`config.mk`:
```
export PLATFORM = sky130hd
export DESIGN_NAME = isolated_pixel_counter
export DESIGN_NICKNAME = d
export VERILOG_FILES = /design/src/hdl/ipc_pkg.sv /design/src/hdl/ipc_line_mem.sv /design/src/hdl/isolated_pixel_counter.sv
export SDC_FILE = /design/constraint.sdc
export NUM_CORES = 2
export LEC_CHECK = 0
export ABC_AREA = 1
export ABC_CLOCK_PERIOD_IN_PS = 25700
export BUFFER_PORTS_ARGS = -buffer_cell sky130_fd_sc_hd__buf_4
export CORE_UTILIZATION = 45
export CTS_BUF_LIST = sky130_fd_sc_hd__clkbuf_16
export CTS_CLUSTER_SIZE = 30
export DETAILED_ROUTE_END_ITERATION = 7
export PLACE_DENSITY = 0.58
export SLEW_MARGIN = 5
export SYNTH_ARGS = -nofsm -noshare
export SYNTH_HDL_FRONTEND = slang
export SYNTH_HIERARCHICAL = 1
export SYNTH_SLANG_ARGS = --single-unit
```
`constraint.sdc`:
```
create_clock -name clock -period 25.7 [get_ports clock]
set_input_delay 0 -clock clock [delete_from_list [all_inputs] [get_ports clock]]
set_output_delay 0 -clock clock [all_outputs]
set_load 0.005 [all_outputs]
```
`src/hdl/ipc_pkg.sv`:
```
// Shared types, constants and the neighborhood test of the isolated pixel counter.
`default_nettype none

package ipc_pkg;

   // Width of the image size registers.
   localparam int CFG_W = 11;
   // Width of the isolated pixel count and its saturation value.
   localparam int COUNT_W = 21;
   localparam logic [COUNT_W-1:0] COUNT_MAX = {COUNT_W{1'b1}};
   // Widths of the stream data buses, padded to whole bytes.
   localparam int REQ_DATA_W = 8;
   localparam int RSP_DATA_W = 24;
   // Configuration bus widths.
   localparam int CSR_ADDR_W = 3;
   localparam int CSR_DATA_W = 32;

   // Default size limits of the line stores and the row counter.
   localparam int DEF_MAX_WIDTH = 1024;
   localparam int DEF_MAX_HEIGHT = 1024;

   // Image size after reset.
   localparam logic [CFG_W-1:0] RESET_DIM = 11'd12;

   // Register indexes, taken from byte address bit 2.
   localparam logic REG_IMAGE_WIDTH = 1'b0;
   localparam logic REG_IMAGE_HEIGHT = 1'b1;

   // 3x3 window: bit (row*3 + col), row 0 is the oldest line, col 0 the oldest column.
   typedef logic [8:0] window_type;

   // Position of the word held in the decision stage.
   typedef struct packed {
      logic col_ge1;
      logic col_ge2;
      logic row_ge1;
      logic row_ge2;
      logic last_col;
      logic last_row;
   } pos_flags_type;

   // Looks at the window shifted by dr rows and dc columns, with the top row or the
   // left column dropped where they lie outside the frame. True when the center is
   // set and all eight neighbors are clear.
   function automatic logic is_isolated(window_type win, logic dr, logic dc,
                                        logic top_ok, logic left_ok);
      window_type w;
      int sr;
      int sc;
      w = '0;
      for (int nr = 0; nr < 3; nr++) begin
         for (int nc = 0; nc < 3; nc++) begin
            sr = nr + int'(dr);
            sc = nc + int'(dc);
            if (sr <= 2 && sc <= 2 && (nr != 0 || top_ok) && (nc != 0 || left_ok)) begin
               w[nr*3+nc] = win[sr*3+sc];
            end
         end
      end
      return w[4] && ((w & 9'h1EF) == 9'h000);
   endfunction

endpackage

`default_nettype wire

```
`src/hdl/ipc_line_mem.sv`:
```
// Line store: one synchronous memory holding the two previous image rows per column.
`default_nettype none

module ipc_line_mem #(
   parameter int DEPTH = ipc_pkg::DEF_MAX_WIDTH,
   parameter int ADDR_W = $clog2(DEPTH),
   parameter int DATA_W = 2
) (
   input  wire logic              clock,
   input  wire logic              wr_en,
   input  wire logic [ADDR_W-1:0] wr_addr,
   input  wire logic [DATA_W-1:0] wr_data,
   input  wire logic              rd_en,
   input  wire logic [ADDR_W-1:0] rd_addr,
   output      logic [DATA_W-1:0] rd_data
);

   logic [DATA_W-1:0] mem [DEPTH];
   logic [DATA_W-1:0] rd_data_ff;

   always_ff @(posedge clock) begin
      if (wr_en) begin
         mem[wr_addr] <= wr_data;
      end
   end

   // Read data holds until the next read is issued.
   always_ff @(posedge clock) begin
      if (rd_en) begin
         rd_data_ff <= mem[rd_addr];
      end
   end

   assign rd_data = rd_data_ff;

endmodule

`default_nettype wire

```
`src/hdl/isolated_pixel_counter.sv`:
```
// Top level of the isolated pixel counter: counters, line store, window and result register.
`default_nettype none

// Counts, per frame, the set pixels of a binary image whose 8-connected neighbors
// inside the frame are all clear; neighbors beyond the frame edges count as clear.
// Pixels arrive in raster order, one per word on the req_ stream, and the block takes
// one pixel every clock cycle while it is not stalled. Each pixel does one read and one
// write-back of a single 2-bit-wide line store (the two rows above, per column): the
// read is issued when the word is accepted and the write-back happens from the decision
// stage, when the window and the count are updated. Consecutive pixels always touch
// different columns, so no forwarding is needed. The count result for a frame
// becomes valid on the rsp_ stream when its last pixel leaves the decision stage, and
// is held until taken. Input is stalled only while a second frame result is ready
// before the first one has been taken. Image width and height are set through the
// csr_ port (byte address 0 and 4, both 12 after reset); values below 2 are used as 2
// and values above MAX_WIDTH or MAX_HEIGHT as those limits. The line store needs no
// clearing after reset, since entries that were never written are only read where the
// frame edge masks them. The count saturates at its all-ones value.
module isolated_pixel_counter #(
   parameter int MAX_WIDTH = ipc_pkg::DEF_MAX_WIDTH,
   parameter int MAX_HEIGHT = ipc_pkg::DEF_MAX_HEIGHT
) (
   input  wire logic                            clock,
   input  wire logic                            reset,
   // Pixel stream.
   input  wire logic                            req_tvalid,
   output      logic                            req_tready,
   input  wire logic [ipc_pkg::REQ_DATA_W-1:0]  req_tdata,  // [0] pixel, rest zero
   // Result stream.
   output      logic                            rsp_tvalid,
   input  wire logic                            rsp_tready,
   output      logic [ipc_pkg::RSP_DATA_W-1:0]  rsp_tdata,  // [20:0] isolated_count
   // Configuration port.
   input  wire logic                            csr_psel,
   input  wire logic                            csr_penable,
   input  wire logic                            csr_pwrite,
   input  wire logic [ipc_pkg::CSR_ADDR_W-1:0]  csr_paddr,
   input  wire logic [ipc_pkg::CSR_DATA_W-1:0]  csr_pwdata,
   output      logic [ipc_pkg::CSR_DATA_W-1:0]  csr_prdata,
   output      logic                            csr_pready
);

   localparam int CFG_W = ipc_pkg::CFG_W;
   localparam int COUNT_W = ipc_pkg::COUNT_W;
   localparam int COL_W = $clog2(MAX_WIDTH);
   localparam int ROW_W = $clog2(MAX_HEIGHT);
   // Compare widths that hold the column or row index, the register and the limit.
   localparam int WCMP_W = ((COL_W > CFG_W) ? COL_W : CFG_W) + 1;
   localparam int HCMP_W = ((ROW_W > CFG_W) ? ROW_W : CFG_W) + 1;

   // Configuration registers.
   logic [CFG_W-1:0] cfg_width_ff, cfg_width_in;
   logic [CFG_W-1:0] cfg_height_ff, cfg_height_in;
   logic             csr_write;

   // Position counters of the next pixel to arrive.
   logic [COL_W-1:0] col_ff, col_in;
   logic [ROW_W-1:0] row_ff, row_in;
   logic [WCMP_W-1:0] last_col_idx;
   logic [HCMP_W-1:0] last_row_idx;
   ipc_pkg::pos_flags_type pos_flags;

   // Decision stage, loaded when a pixel is accepted.
   logic                   s1_valid_ff, s1_valid_in;
   logic                   s1_pixel_ff, s1_pixel_in;
   logic [COL_W-1:0]       s1_addr_ff, s1_addr_in;
   ipc_pkg::pos_flags_type s1_flags_ff, s1_flags_in;

   // Window, count and result register.
   ipc_pkg::window_type window_ff, window_in;
   logic [COUNT_W-1:0]  count_ff, count_in;
   logic                rsp_valid_ff, rsp_valid_in;
   logic [COUNT_W-1:0]  rsp_count_ff, rsp_count_in;

   logic accept;
   logic advance;
   logic stall;
   logic frame_end;
   logic [1:0] line_rd;
   ipc_pkg::window_type win_next;
   logic [2:0] add_n;
   logic [COUNT_W:0] count_sum;
   logic [COUNT_W-1:0] count_sat;

   // ---------------------------------------------------------------- configuration
   assign csr_pready = 1'b1;
   assign csr_write = csr_psel && csr_penable && csr_pwrite && csr_pready;

   always_comb begin
      cfg_width_in = cfg_width_ff;
      cfg_height_in = cfg_height_ff;
      if (csr_write) begin
         case (csr_paddr[2])
            ipc_pkg::REG_IMAGE_WIDTH: cfg_width_in = csr_pwdata[CFG_W-1:0];
            ipc_pkg::REG_IMAGE_HEIGHT: cfg_height_in = csr_pwdata[CFG_W-1:0];
            default: cfg_width_in = cfg_width_ff;
         endcase
      end
   end

   always_comb begin
      case (csr_paddr[2])
         ipc_pkg::REG_IMAGE_WIDTH: csr_prdata = ipc_pkg::CSR_DATA_W'(cfg_width_ff);
         ipc_pkg::REG_IMAGE_HEIGHT: csr_prdata = ipc_pkg::CSR_DATA_W'(cfg_height_ff);
         default: csr_prdata = '0;
      endcase
   end

   always_ff @(posedge clock) begin
      if (reset) begin
         cfg_width_ff <= ipc_pkg::RESET_DIM;
         cfg_height_ff <= ipc_pkg::RESET_DIM;
      end else begin
         cfg_width_ff <= cfg_width_in;
         cfg_height_ff <= cfg_height_in;
      end
   end

   // ---------------------------------------------------------------- position
   // Index of the last column and row after clamping the registers to the legal range.
   always_comb begin
      if (cfg_width_ff < CFG_W'(2)) begin
         last_col_idx = WCMP_W'(1);
      end else if (WCMP_W'(cfg_width_ff) > WCMP_W'(MAX_WIDTH)) begin
         last_col_idx = WCMP_W'(MAX_WIDTH - 1);
      end else begin
         last_col_idx = WCMP_W'(cfg_width_ff) - WCMP_W'(1);
      end
      if (cfg_height_ff < CFG_W'(2)) begin
         last_row_idx = HCMP_W'(1);
      end else if (HCMP_W'(cfg_height_ff) > HCMP_W'(MAX_HEIGHT)) begin
         last_row_idx = HCMP_W'(MAX_HEIGHT - 1);
      end else begin
         last_row_idx = HCMP_W'(cfg_height_ff) - HCMP_W'(1);
      end
   end

   always_comb begin
      pos_flags.col_ge1 = col_ff != '0;
      pos_flags.col_ge2 = col_ff > COL_W'(1);
      pos_flags.row_ge1 = row_ff != '0;
      pos_flags.row_ge2 = row_ff > ROW_W'(1);
      pos_flags.last_col = WCMP_W'(col_ff) >= last_col_idx;
      pos_flags.last_row = HCMP_W'(row_ff) >= last_row_idx;
   end

   // A second frame result must wait while the first one has not been taken.
   assign frame_end = s1_flags_ff.last_col && s1_flags_ff.last_row;
   assign stall = s1_valid_ff && frame_end && rsp_valid_ff && !rsp_tready;
   assign advance = s1_valid_ff && !stall;
   assign req_tready = !stall;
   assign accept = req_tvalid && req_tready;

   always_comb begin
      col_in = col_ff;
      row_in = row_ff;
      if (accept) begin
         if (pos_flags.last_col) begin
            col_in = '0;
            row_in = pos_flags.last_row ? '0 : row_ff + ROW_W'(1);
         end else begin
            col_in = col_ff + COL_W'(1);
         end
      end
   end

   always_ff @(posedge clock) begin
      if (reset) begin
         col_ff <= '0;
         row_ff <= '0;
      end else begin
         col_ff <= col_in;
         row_ff <= row_in;
      end
   end

   // ---------------------------------------------------------------- line store
   // Bit 1 holds the row two above, bit 0 the row just above.
   ipc_line_mem #(
      .DEPTH (MAX_WIDTH),
      .ADDR_W(COL_W),
      .DATA_W(2)
   ) u_line_mem (
      .clock  (clock),
      .wr_en  (advance),
      .wr_addr(s1_addr_ff),
      .wr_data({line_rd[0], s1_pixel_ff}),
      .rd_en  (accept),
      .rd_addr(col_ff),
      .rd_data(line_rd)
   );

   // ---------------------------------------------------------------- decision stage
   always_comb begin
      s1_valid_in = s1_valid_ff;
      s1_pixel_in = s1_pixel_ff;
      s1_addr_in = s1_addr_ff;
      s1_flags_in = s1_flags_ff;
      if (accept) begin
         s1_valid_in = 1'b1;
         s1_pixel_in = req_tdata[0];
         s1_addr_in = col_ff;
         s1_flags_in = pos_flags;
      end else if (advance) begin
         s1_valid_in = 1'b0;
      end
   end

   always_ff @(posedge clock) begin
      if (reset) begin
         s1_valid_ff <= 1'b0;
      end else begin
         s1_valid_ff <= s1_valid_in;
      end
   end

   always_ff @(posedge clock) begin
      s1_pixel_ff <= s1_pixel_in;
      s1_addr_ff <= s1_addr_in;
      s1_flags_ff <= s1_flags_in;
   end

   // The window shifts one column older; the new column enters at column 2.
   assign win_next = ((window_ff >> 1) & 9'h0DB)
                   | {s1_pixel_ff, 2'b00, line_rd[0], 2'b00, line_rd[1], 2'b00};

   // The pixel one row and one column back is decided on every pixel past the first row
   // and column. At the end of a row the pixel above the newest one is decided as well,
   // and in the last row the pixels of that row itself are decided too.
   always_comb begin
      logic d0, d1, d2, d3;
      d0 = s1_flags_ff.row_ge1 && s1_flags_ff.col_ge1
         && ipc_pkg::is_isolated(win_next, 1'b0, 1'b0,
                                 s1_flags_ff.row_ge2, s1_flags_ff.col_ge2);
      d1 = s1_flags_ff.row_ge1 && s1_flags_ff.col_ge1 && s1_flags_ff.last_col
         && ipc_pkg::is_isolated(win_next, 1'b0, 1'b1, s1_flags_ff.row_ge2, 1'b1);
      d2 = s1_flags_ff.last_row && s1_flags_ff.col_ge1
         && ipc_pkg::is_isolated(win_next, 1'b1, 1'b0, 1'b1, s1_flags_ff.col_ge2);
      d3 = s1_flags_ff.last_row && s1_flags_ff.col_ge1 && s1_flags_ff.last_col
         && ipc_pkg::is_isolated(win_next, 1'b1, 1'b1, 1'b1, 1'b1);
      add_n = 3'(d0) + 3'(d1) + 3'(d2) + 3'(d3);
   end

   assign count_sum = (COUNT_W+1)'(count_ff) + (COUNT_W+1)'(add_n);
   assign count_sat = (count_sum > (COUNT_W+1)'(ipc_pkg::COUNT_MAX))
                    ? ipc_pkg::COUNT_MAX : count_sum[COUNT_W-1:0];

   always_comb begin
      window_in = window_ff;
      count_in = count_ff;
      rsp_count_in = rsp_count_ff;
      rsp_valid_in = rsp_valid_ff && !rsp_tready;
      if (advance) begin
         if (frame_end) begin
            window_in = '0;
            count_in = '0;
            rsp_count_in = count_sat;
            rsp_valid_in = 1'b1;
         end else begin
            window_in = win_next;
            count_in = count_sat;
         end
      end
   end

   always_ff @(posedge clock) begin
      if (reset) begin
         window_ff <= '0;
         count_ff <= '0;
         rsp_valid_ff <= 1'b0;
      end else begin
         window_ff <= window_in;
         count_ff <= count_in;
         rsp_valid_ff <= rsp_valid_in;
      end
   end

   always_ff @(posedge clock) begin
      rsp_count_ff <= rsp_count_in;
   end

   assign rsp_tvalid = rsp_valid_ff;
   assign rsp_tdata = ipc_pkg::RSP_DATA_W'(rsp_count_ff);

endmodule

`default_nettype wire

```
==> impl_metrics.csv <==
group,metric,value,unit
timing,finalCritPeriodShare,20.1,%
yosys,ys_seq_area_share,68.8,%
route,drtPass1Iterations,7,
route,drt-total-wl,261,mm
timing,rsz0062_at_grt,"no",
floorplanning,ioPinCount,109,
clocking,clk_pin_slew_worst_paths,0.06,ns
timing,fin_worst_skew,0.0535,ns
clocking,cts_resized,0,
power_and_ir_drop,clkPwrFrac,41.2,%
finish,area_growth,9.91,%
route,wl_per_cell,22.9,um
run_status,status,"finished, final reports clean",
yosys,syn_inst,8769,
placement,post-dp-hpwl,127,mm
yosys,synth-edff-count,2088,
hold_path,hold_path.class,"in2reg",
power_and_ir_drop,netSwitchingFraction,23.0,%
clocking,htreeDepth,4,
timing,hold_viol_final,0,
clocking,cts_root_buffer,"clkbuf_16",
yosys,yosys_register_bits,2159,
global_route,grt_pass1_wl,388,mm
clocking,cts_tree,"built",
power_and_ir_drop,power_per_cell_area,72.1,nW/um2
worst_setup_path,endpoint_kind,"flop",
power_and_ir_drop,leakagePower,35.2,nW
global_route,first_global_vias,63285,
route,via_count,64719,
global_route,grt_util_all_layers,24.7,%
yosys,syn-cell-area,93200,um2
yosys,async_reset_ff_share,0,%
floorplanning,fp.coreArea,205000,um2
route,ant_nets,0,
global_route,antenna_found_initial,11,
yosys,synth_ff_type,"edfxtp_1",
route,drcViolationCount,0,
worst_setup_path,crit_fanout,75,
floorplanning,die_x,457,um
floorplanning,rows,166,
route,drt_iter0_markers,7011,
yosys,synth.avg_cell_area,10.6,um2
clocking,clk_latency,0.89,ns
yosys,synth_warnings,6,
floorplanning,start_util,45.4,%
timing,drv_slew,0,
power_and_ir_drop,switchingPower,1.70,mW
route,routed_via_density,5.67,
global_route,grt_max_degree,245,
timing,slew_headroom,12.1,%
flow_run,cap_violations,0,
yosys,yosysUniqueCellTypes,49,
worst_setup_path,worstSetupStartpointType,"flop",
worst_setup_path,arrival,5.81,ns
floorplanning,die_h,457,um
clocking,cts_buffers,221,
worst_setup_path,critical_path_required,26.35,ns
timing,finalSetupTns,0,ns
placement,io_buffers,53,
power_and_ir_drop,power_frac_comb,6.0,%
finish,layout.nets,8616,
clocking,clockBufferDepth,3,
power_and_ir_drop,vdd.ir_drop.worst,67.2,uV
power_and_ir_drop,intPower,5.68,mW
timing,fmax,194,MHz
power_and_ir_drop,pwr-share-seq,52.7,%
finish,fin_util,49.9,%
timing,final-setup-viol-count,0,
clocking,clock-sinks,2159,
timing,worst_slew_pin_slew,1.32,ns
global_route,overflow,0,
finish,final_cell_mix,"nand2_1, edfxtp_1, nand3_1, nor2_1, clkbuf_16",
finish,drive_gt1_share,6.25,%
placement,gp_congestion,0.799,
floorplanning,die_area,209000,um2
finish,layout_commonest_cell,"nand2_1",
worst_setup_path,crit_type,"reg2reg",
timing,min_period,5.16,ns
## kinds of logic after synthesis
kind of cell	Yosys count	share of synthesized area [%]
AND/OR/NAND/NOR	5580	25.6
buffers and inverters	828	4.05
adder cells (fa/ha/maj)	34	0.481
other	2	0.00806
XOR/XNOR	26	0.244
flip-flops	2159	68.8
AO/OA/AOI/OAI	140	0.821
## power groups by stage
stage          logic, mW  clock network (mW)  registers [mW]
3_5_place_dp       0.437                   0            3.97
6_report           0.444                3.04            3.89
4_1_cts            0.443                3.09            3.89
5_1_grt            0.489                3.23            3.89
2_1_floorplan      0.274                   0            4.06
3_3_place_gp       0.432                   0            3.96
## state kept, by name (all words and copies together) (netlist names)
| name | cells |
|---|---|
| u_line_mem/mem | 2048 |
| u_line_mem/rd_data | 2 |
| row_ff | 10 |
| col_ff | 10 |
| cfg_height_ff | 11 |
| s1_flags_ff | 6 |
| s1_pixel_ff | 1 |
| window_ff | 6 |
| count_ff | 21 |
| rsp_tvalid | 1 |
| s1_addr_ff | 10 |
| rsp_count_ff | 21 |
| s1_valid_ff | 1 |
| cfg_width_ff | 11 |
## worst max-delay path, cell delays in order (launching register included)
cell and delay (ns):
dfxtp_4 0.80, buf_4 0.68, buf_4 0.89, buf_4 0.77, nand3_1 0.15, nand3_1 0.13
nand3_1 0.13, nand3_1 0.20, nand3_1 0.25, nand3_1 0.16, nand3_1 0.18, nand3_1 0.21
nand2_1 0.11, nand2_1 0.08, nand2_1 0.05
## per-stage QoR
stage / instance area, um2 / setup slack (ns) / std cells / total power, mW / hold WS (ns)
after floorplan: 93200 / 9.84 / 8792 / 4.34 / 0.0989
after global placement: 95000 / 20.70 / 10952 / 4.40 / 0.194
after detailed placement: 95000 / 20.64 / 10952 / 4.40 / 0.195
after CTS: 102000 / 20.63 / 11409 / 7.43 / 0.0135
after global routing: 102000 / 20.33 / 11411 / 7.60 / 0.0526
final: 102000 / 20.54 / 11412 / 7.38 / 0.0693
## final timing paths
kind                                                 from                              end  slack, ns  cells after the start
worst min register to register  window_ff[7]$_SDFFE_PP0P_        window_ff[7]$_SDFFE_PP0P_       0.47                      2
worst min-delay path                           req_tvalid           col_ff[2]$_SDFFE_PP0P_       0.07                      5
worst max-delay path               col_ff[1]$_SDFFE_PP0P_  u_line_mem/rd_data[1]$_DFFE_PP_      20.54                     14
worst max register to register     col_ff[1]$_SDFFE_PP0P_  u_line_mem/rd_data[1]$_DFFE_PP_      20.54                     14
## per-layer routing
layer,up-vias,wire [um],part of all wire (%),track usage (%)
met4,0,7270,2.8,7.53
met2,2323,126000,48,41.8
li1,29836,-,-,-
met3,415,18400,7.1,3.19
met5,-,0,0,0
met1,32145,109000,42,33.2
## Yosys cell counts, types with 5 or more instances
cell type / n / share of area (%)
nand4_1: 19 / 0.13
inv_1: 127 / 0.51
buf_4: 78 / 0.63
xor2_1: 18 / 0.17
ha_1: 31 / 0.42
edfxtp_1: 2088 / 67
o31ai_1: 6 / 0.048
buf_6: 5 / 0.060
nor2_1: 1091 / 4.4
nor2_2: 7 / 0.047
buf_2: 259 / 1.4
nand3_1: 2074 / 11
o21ai_2: 5 / 0.047
buf_1: 69 / 0.28
clkbuf_1: 275 / 1.1
inv_2: 11 / 0.044
xnor2_1: 8 / 0.075
o21ai_0: 49 / 0.26
nand2_1: 2316 / 9.3
dfxtp_1: 71 / 1.5
a21oi_1: 69 / 0.37
nor3_1: 41 / 0.22
nand2_2: 5 / 0.034
## cell type report
class	count	area (um2)
Multi-Input combinational cell	5805	25600
Tap cell	2688	3360
Sequential cell	2159	64100
Timing Repair Buffer	204	1810
Clock buffer	222	5560
Inverter	141	568
Antenna cell	2	5.00
Fill cell	18562	103000
Clock inverter	191	1310
## timing repair
item / in CTS / in global routing
hold endpoints to repair: 75 / 0
buffers inserted: 0 / 0
hold buffers: 44 / 0
Power figures use the tool's default switching activity.
